$ cat config.mk
export PLATFORM = sky130hd
export DESIGN_NAME = quadrature_detent_position_counter
export DESIGN_NICKNAME = d
export VERILOG_FILES = /design/src/design/qdpc_pkg.sv /design/src/design/quadrature_detent_position_counter.sv
export SDC_FILE = /design/constraint.sdc
export NUM_CORES = 1
export LEC_CHECK = 0
export BUFFER_PORTS_ARGS = -buffer_cell sky130_fd_sc_hd__buf_4
export CAP_MARGIN = 0
export CORE_ASPECT_RATIO = 0.5
export CORE_MARGIN = 2
export CORE_UTILIZATION = 46
export CTS_CLUSTER_DIAMETER = 40
export DETAILED_ROUTE_END_ITERATION = 10
export GPL_TIMING_DRIVEN = 0
export PLACE_DENSITY = 0.83
export SLEW_MARGIN = 20
export SYNTH_ARGS = -nofsm -noshare
export SYNTH_HDL_FRONTEND = slang
export SYNTH_SLANG_ARGS = --single-unit
$ cat constraint.sdc
create_clock -name clk -period 3.4 [get_ports clk]
set_clock_uncertainty 0.2 [all_clocks]
set_input_delay 0.17 -clock clk [delete_from_list [all_inputs] [get_ports clk]]
set_output_delay 0.17 -clock clk [all_outputs]
set_load 0.05 [all_outputs]
$ cat src/design/qdpc_pkg.sv
// ----------------------------------------------------------------------------
// qdpc_pkg
// Types, codes and the Gray-code step decoder for the detent counter.
// ----------------------------------------------------------------------------
package qdpc_pkg;

    localparam int DATA_W = 32;
    localparam int ADDR_W = 2;
    localparam int POS_W  = 16;

    // APB byte address of the max_position register
    localparam logic [ADDR_W-1:0] ADDR_MAX_POSITION = '0;

    // Reset value of the max_position register
    localparam logic [POS_W-1:0] MAX_POSITION_RESET = 16'd100;
    localparam logic [POS_W-1:0] POSITION_RESET     = 16'd1;

    // Step decoded from one phase transition
    typedef enum logic [1:0] {
        STEP_NONE = 2'd0,
        STEP_UP   = 2'd1,
        STEP_DOWN = 2'd2
    } step_t;

    // Detent event code on the result word
    typedef enum logic [1:0] {
        EVT_NONE = 2'd0,
        EVT_UP   = 2'd1,
        EVT_DOWN = 2'd2
    } detent_t;

    // Up: 00->10, 10->11, 11->01, 01->00; down is the reverse
    function automatic step_t step_decode(input logic [1:0] old_phase,
                                          input logic [1:0] new_phase);
        step_t step;
        case ({old_phase, new_phase}) inside
            4'b0010, 4'b1011, 4'b1101, 4'b0100: step = STEP_UP;
            4'b0001, 4'b0111, 4'b1000, 4'b1110: step = STEP_DOWN;
            default:                            step = STEP_NONE;
        endcase
        return step;
    endfunction

endpackage

$ cat src/design/quadrature_detent_position_counter.sv
// ----------------------------------------------------------------------------
// quadrature_detent_position_counter
// Decodes sampled A/B phase lines into detents and a saturating position.
//
// Input channel (in_valid/in_ready) carries one sample of phase_a/phase_b per
// word. Each accepted word yields exactly one result word (position,
// detent_event, illegal_jump) on out_valid/out_ready in the next cycle.
// Throughput is one word per cycle: the whole state update is a single pass
// of logic into the result and state registers. in_ready stays high while
// the result register is empty or being taken, so a stall on the output
// holds the result and blocks only the next input word.
// The first sample after reset just records the phase. A double-bit jump is
// flagged and takes no step. max_position sits at APB byte address 0
// (0 acts as 1). Reset empties the result register, clears the phase and
// step state, sets position to 1 and max_position to 100.
// ----------------------------------------------------------------------------
module quadrature_detent_position_counter
    import qdpc_pkg::*;
#(
    parameter int STEPS_PER_DETENT = 2
)
(
    input  logic                clk,
    input  logic                rst_n,
    // APB configuration port
    input  logic                psel,
    input  logic                penable,
    input  logic                pwrite,
    input  logic [ADDR_W-1:0]   paddr,
    input  logic [DATA_W-1:0]   pwdata,
    output logic [DATA_W-1:0]   prdata,
    output logic                pready,
    // sample channel
    input  logic                in_valid,
    output logic                in_ready,
    input  logic                phase_a,
    input  logic                phase_b,
    // result channel
    output logic                out_valid,
    input  logic                out_ready,
    output logic [POS_W-1:0]    position,
    output logic [1:0]          detent_event,
    output logic                illegal_jump
);

    // accumulator holds -STEPS..+STEPS before the detent check
    localparam int ACC_W = $clog2(STEPS_PER_DETENT + 1) + 1;
    localparam logic signed [ACC_W-1:0] ACC_LIMIT = ACC_W'(STEPS_PER_DETENT);
    localparam logic signed [ACC_W-1:0] ACC_ONE   = ACC_W'(1);
    localparam logic signed [ACC_W-1:0] ACC_ZERO  = '0;

    logic [POS_W-1:0]        max_position_reg;
    logic [1:0]              last_phase_reg, last_phase_next;
    logic                    primed_reg;
    logic signed [ACC_W-1:0] acc_reg, acc_next;
    logic [POS_W-1:0]        position_reg, position_next;
    detent_t                 event_reg, event_next;
    logic                    illegal_reg, illegal_next;
    logic                    out_valid_reg;

    logic                    in_fire;
    logic [1:0]              cur_phase;
    step_t                   step;
    logic                    moved;
    logic                    reversal;
    logic signed [ACC_W-1:0] acc_base;
    logic signed [ACC_W-1:0] acc_sum;
    logic [POS_W-1:0]        limit;

    // APB: single register, written on the access phase
    assign pready = 1'b1;
    assign prdata = {{(DATA_W-POS_W){1'b0}}, max_position_reg};

    always_ff @(posedge clk or negedge rst_n)
    begin
        if (!rst_n)
        begin
            max_position_reg <= MAX_POSITION_RESET;
        end
        else if (psel && penable && pwrite && pready && (paddr == ADDR_MAX_POSITION))
        begin
            max_position_reg <= pwdata[POS_W-1:0];
        end
    end

    // handshake: result register frees up when taken
    assign in_ready = !out_valid_reg || out_ready;
    assign in_fire  = in_valid && in_ready;

    // decode and update
    assign cur_phase = {phase_a, phase_b};
    assign step      = step_decode(last_phase_reg, cur_phase);
    assign moved     = primed_reg && (cur_phase != last_phase_reg);
    assign limit     = (max_position_reg == '0) ? POSITION_RESET : max_position_reg;
    assign reversal  = ((step == STEP_UP) && (acc_reg < ACC_ZERO)) ||
                       ((step == STEP_DOWN) && (acc_reg > ACC_ZERO));
    assign acc_base  = reversal ? ACC_ZERO : acc_reg;
    assign acc_sum   = (step == STEP_UP) ? (acc_base + ACC_ONE) : (acc_base - ACC_ONE);

    always_comb
    begin
        last_phase_next = moved || !primed_reg ? cur_phase : last_phase_reg;
        acc_next        = acc_reg;
        position_next   = position_reg;
        event_next      = EVT_NONE;
        illegal_next    = 1'b0;
        if (moved)
        begin
            if (step == STEP_NONE)
            begin
                illegal_next = 1'b1;
            end
            else if (acc_sum >= ACC_LIMIT)
            begin
                acc_next   = ACC_ZERO;
                event_next = EVT_UP;
                if (position_reg < limit)
                begin
                    position_next = position_reg + POS_W'(1);
                end
            end
            else if (acc_sum <= -ACC_LIMIT)
            begin
                acc_next   = ACC_ZERO;
                event_next = EVT_DOWN;
                if (position_reg > POSITION_RESET)
                begin
                    position_next = position_reg - POS_W'(1);
                end
            end
            else
            begin
                acc_next = acc_sum;
            end
        end
    end

    // state and result registers
    always_ff @(posedge clk or negedge rst_n)
    begin
        if (!rst_n)
        begin
            last_phase_reg <= '0;
            primed_reg     <= 1'b0;
            acc_reg        <= ACC_ZERO;
            position_reg   <= POSITION_RESET;
            out_valid_reg  <= 1'b0;
        end
        else
        begin
            if (in_fire)
            begin
                last_phase_reg <= last_phase_next;
                primed_reg     <= 1'b1;
                acc_reg        <= acc_next;
                position_reg   <= position_next;
                out_valid_reg  <= 1'b1;
            end
            else if (out_ready)
            begin
                out_valid_reg  <= 1'b0;
            end
        end
    end

    // result payload, no reset needed
    always_ff @(posedge clk)
    begin
        if (in_fire)
        begin
            event_reg   <= event_next;
            illegal_reg <= illegal_next;
        end
    end

    assign out_valid    = out_valid_reg;
    assign position     = position_reg;
    assign detent_event = event_reg;
    assign illegal_jump = illegal_reg;

endmodule

==> out/summary.json <==
{
  "status": {"value": "complete, but fails checks"},
  "failed_checks": {"value": "negative setup slack"},
  "die_height": {"value": 59.5, "unit": "um"},
  "io_buffers": {"value": 63},
  "synth_area_per_cell": {"value": 9.93, "unit": "um2"},
  "post_synth_most_frequent_cells": {"value": "dfrtp_1, inv_1, ha_1"},
  "grt_use_total": {"value": 0.225},
  "synth.ff_latch_count": {"value": 42},
  "synth_sequential_area_ratio": {"value": 0.378},
  "power.density": {"value": 943, "unit": "mW/mm2"},
  "cts_sinks": {"value": 42},
  "clkTransAtPathRegs": {"value": 0.07, "unit": "ns"},
  "top_level_pins": {"value": 97},
  "post-dp-hpwl": {"value": 5.17, "unit": "mm"},
  "clk_path_buf_depth": {"value": 2},
  "minimum_clock_period_after_layout": {"value": 3.58, "unit": "ns"},
  "yosysWarningCount": {"value": 0},
  "finish.cell_count_without_fillers": {"value": 484},
  "synth_async_sr_flop_share": {"value": 0.929},
  "timing.final.ws_setup": {"value": -0.179, "unit": "ns"},
  "mappedNetlistArea": {"value": 0.00283, "unit": "mm2"},
  "synth_enable_flop_cells": {"value": 3},
  "final_net_count": {"value": 470},
  "hold_violation_count_in_the_final_report": {"value": 0},
  "tightestPinTransition": {"value": 0.544, "unit": "ns"},
  "cap_violations": {"value": 0},
  "synth_instances": {"value": 285},
  "synth.area.top_cells": {"value": "dfrtp_1, ha_1, mux2_2, buf_4, xor2_1"},
  "synth_cell_type_count": {"value": 52},
  "insertion_delay_to_the_later_sink_of_the_worst_skew_pair": {"value": 0.29, "unit": "ns"},
  "pre_cts_slack": {"value": -0.256, "unit": "ns"},
  "first_global_vias": {"value": 2614},
  "min_period_over_period": {"value": 1.05},
  "power.total": {"value": 3.97, "unit": "mW"},
  "chipWidth": {"value": 115, "unit": "um"},
  "slew_headroom": {"value": 0.637},
  "worst-r2r-setup-slack": {"value": -0.18, "unit": "ns"},
  "vias_per_cell": {"value": 5.68},
  "initialDrtViolationCount": {"value": 194},
  "vias": {"value": 2751},
  "area_delta_synth_final": {"value": 48.8, "unit": "%"},
  "finalSetupViolations": {"value": 10},
  "cts.root.buffer_cell": {"value": "clkbuf_16"},
  "clock_tree.htree_level_count": {"value": 2},
  "fmax": {"value": 279, "unit": "MHz"},
  "crit_type": {"value": "register to register"},
  "cts_inserted_buffers": {"value": 5},
  "slew_violations": {"value": 0},
  "grt_start_max_net_pins": {"value": 40},
  "dp.cells": {"value": 440},
  "dr.pass1.iters": {"value": 5},
  "combPwrFrac": {"value": 0.639},
  "cts_tree": {"value": "done"},
  "globalplace.congestion": {"value": 0.880},
  "cellLeakagePower": {"value": 2.16, "unit": "nW"},
  "critical_path_at": {"value": 3.59, "unit": "ns"},
  "layout-drive-gt1-share": {"value": 0.425},
  "synth_xor_xnor_area_share": {"value": 0.0681},
  "critical_path.max_fanout": {"value": 6},
  "p_int": {"value": 2.06, "unit": "mW"},
  "clkPwrFrac": {"value": 0.139},
  "synth_compound_area_frac": {"value": 0.0964},
  "rsz0062_at_grt": {"value": "yes"},
  "yosys.area_share.simple": {"value": 0.178},
  "postRouteWirelength": {"value": 8.53, "unit": "mm"},
  "drt.antenna.violating_nets": {"value": 0},
  "globalRoute.totalOverflow": {"value": 0},
  "most_frequent_cell_after_synthesis": {"value": "dfrtp_1"},
  "dieArea": {"value": 0.00683, "unit": "mm2"},
  "worstSetupEndpointType": {"value": "register"},
  "setup-tns-final": {"value": -0.500, "unit": "ns"},
  "synth_top_family_by_area": {"value": "simple AND/OR/NAND/NOR gates"},
  "remaining_drc_errors": {"value": 0},
  "swShare": {"value": 0.481},
  "reg_power_frac": {"value": 0.222},
  "grt_antenna_before_repair": {"value": 0},
  "postSynth.topFlopCell": {"value": "dfrtp_1"},
  "design.core.area": {"value": 0.00601, "unit": "mm2"},
  "netlist.top_cell.by_area": {"value": "dfrtp_1"},
  "share_of_synthesized_area_spent_on_multiplexers": {"value": 0.0822},
  "antenna_cells": {"value": 0},
  "start_util": {"value": 0.471},
  "critPathRequiredTime": {"value": 3.41, "unit": "ns"},
  "post_drt_wl_per_cell": {"value": 17.6, "unit": "um"},
  "grt_pass1_wl": {"value": 12.0, "unit": "mm"},
  "critical_path_start_type": {"value": "register"},
  "synth_largest_type_area_fraction": {"value": 0.309},
  "yosys.area_share.adder": {"value": 0.0955},
  "max-vdd-ir-drop": {"value": 0.000351, "unit": "V"},
  "min_path_type": {"value": "input port to register"},
  "net_switching_power": {"value": 1.91, "unit": "mW"},
  "rows": {"value": 20}
}
## worst max-delay path: stages, from the launching register on
cell	delay, ns
dfrtp_2	0.43
xor2_2	0.19
or3_4	0.34
and2_4	0.19
nand2_4	0.07
inv_2	0.05
ha_4	0.25
inv_2	0.04
ha_4	0.17
nor2b_4	0.11
a2111o_1	0.12
buf_4	0.12
o2111ai_2	0.26
nor4_1	0.42
a31oi_1	0.12
nor3b_2	0.24
xor2_1	0.18
## cell usage in the layout, fill, tap and decap left out, types with 3 or more instances in the layout
cell and n:
conb_1 17, edfxtp_1 3, o21ai_1 3, dlygate4sd3_1 20
nor3b_4 3, dfstp_2 4, buf_4 96, inv_1 25
xnor2_1 7, nor3_4 3, xor2_1 13, mux2i_1 3
mux2_2 18, ha_1 18, nor3_2 3, nor2_1 16
nand2b_1 4, nor4_1 7, nor3_1 3, nand3_1 8
clkbuf_16 6, dfrtp_1 34, nor3b_2 5, a21oi_1 7
a31oi_1 6, nand4_1 7, nand2_1 12
## final cells by class
class	count	area, um2
Timing Repair Buffer	99	811
Multi-Input combinational cell	208	1770
Buffer	23	195
Inverter	27	101
Tap cell	77	96.3
Clock buffer	6	129
Fill cell	415	1800
Clock inverter	2	36.3
Sequential cell	42	1070
## layer usage
metal | wire, um | GRT usage
met1 | 3360 | 0.261
met2 | 4160 | 0.411
met3 | 535 | 0.0419
met4 | 465 | 0.107
met5 | 0 | 0
## cells by family after synthesis
family,after synthesis
other,2
multiplexers,21
AND/OR/NAND/NOR,89
adder cells (fa/ha/maj),21
buffers and inverters,50
flip-flops,42
AO/OA/AOI/OAI,38
XOR/XNOR,22
## power by group through the flow
| stage | clock network [mW] | registers (mW) | logic [mW] |
|---|---|---|---|
| 2_1_floorplan | 0 | 1.22 | 1.09 |
| 3_3_place_gp | 0 | 0.857 | 1.87 |
| 3_5_place_dp | 0 | 0.867 | 1.95 |
| 4_1_cts | 0.550 | 0.862 | 2.18 |
| 5_1_grt | 0.572 | 0.901 | 2.66 |
| 6_report | 0.552 | 0.884 | 2.54 |
## final timing paths
path / cells past startpoint / startpoint / end
worst max-delay path: 16 / last_phase_reg[0] / position[12]
worst min-delay path: 3 / out_ready / out_valid
worst max register to register: 16 / last_phase_reg[0] / position[12]
worst min register to register: 1 / primed_reg / primed_reg
max in group asynchronous: 2 / rst_n / last_phase_reg[0]
min in group asynchronous: 2 / rst_n / max_position_reg[8]
## repair_timing
item	in CTS	in global routing
cloned	0	1
buffers inserted	9	6
setup endpoints to repair	16	16
pin swaps	20	21
gates resized for setup	23	23
hold buffers	20	0
endpoints found under the hold margin	54	0
## per-stage QoR
stage / hold WS (ns) / cell area, um2 / utilization
floorplan: -0.326 / 2930 / -
global placement: -0.0382 / 3500 / 0.583
detailed placement: -0.0232 / 3500 / 0.583
CTS: 0.0528 / 4040 / 0.673
global route: 0.0817 / 4210 / 0.701
finish: 0.0478 / 4210 / 0.701
No activity file was read; power rests on OpenSTA's default activity.
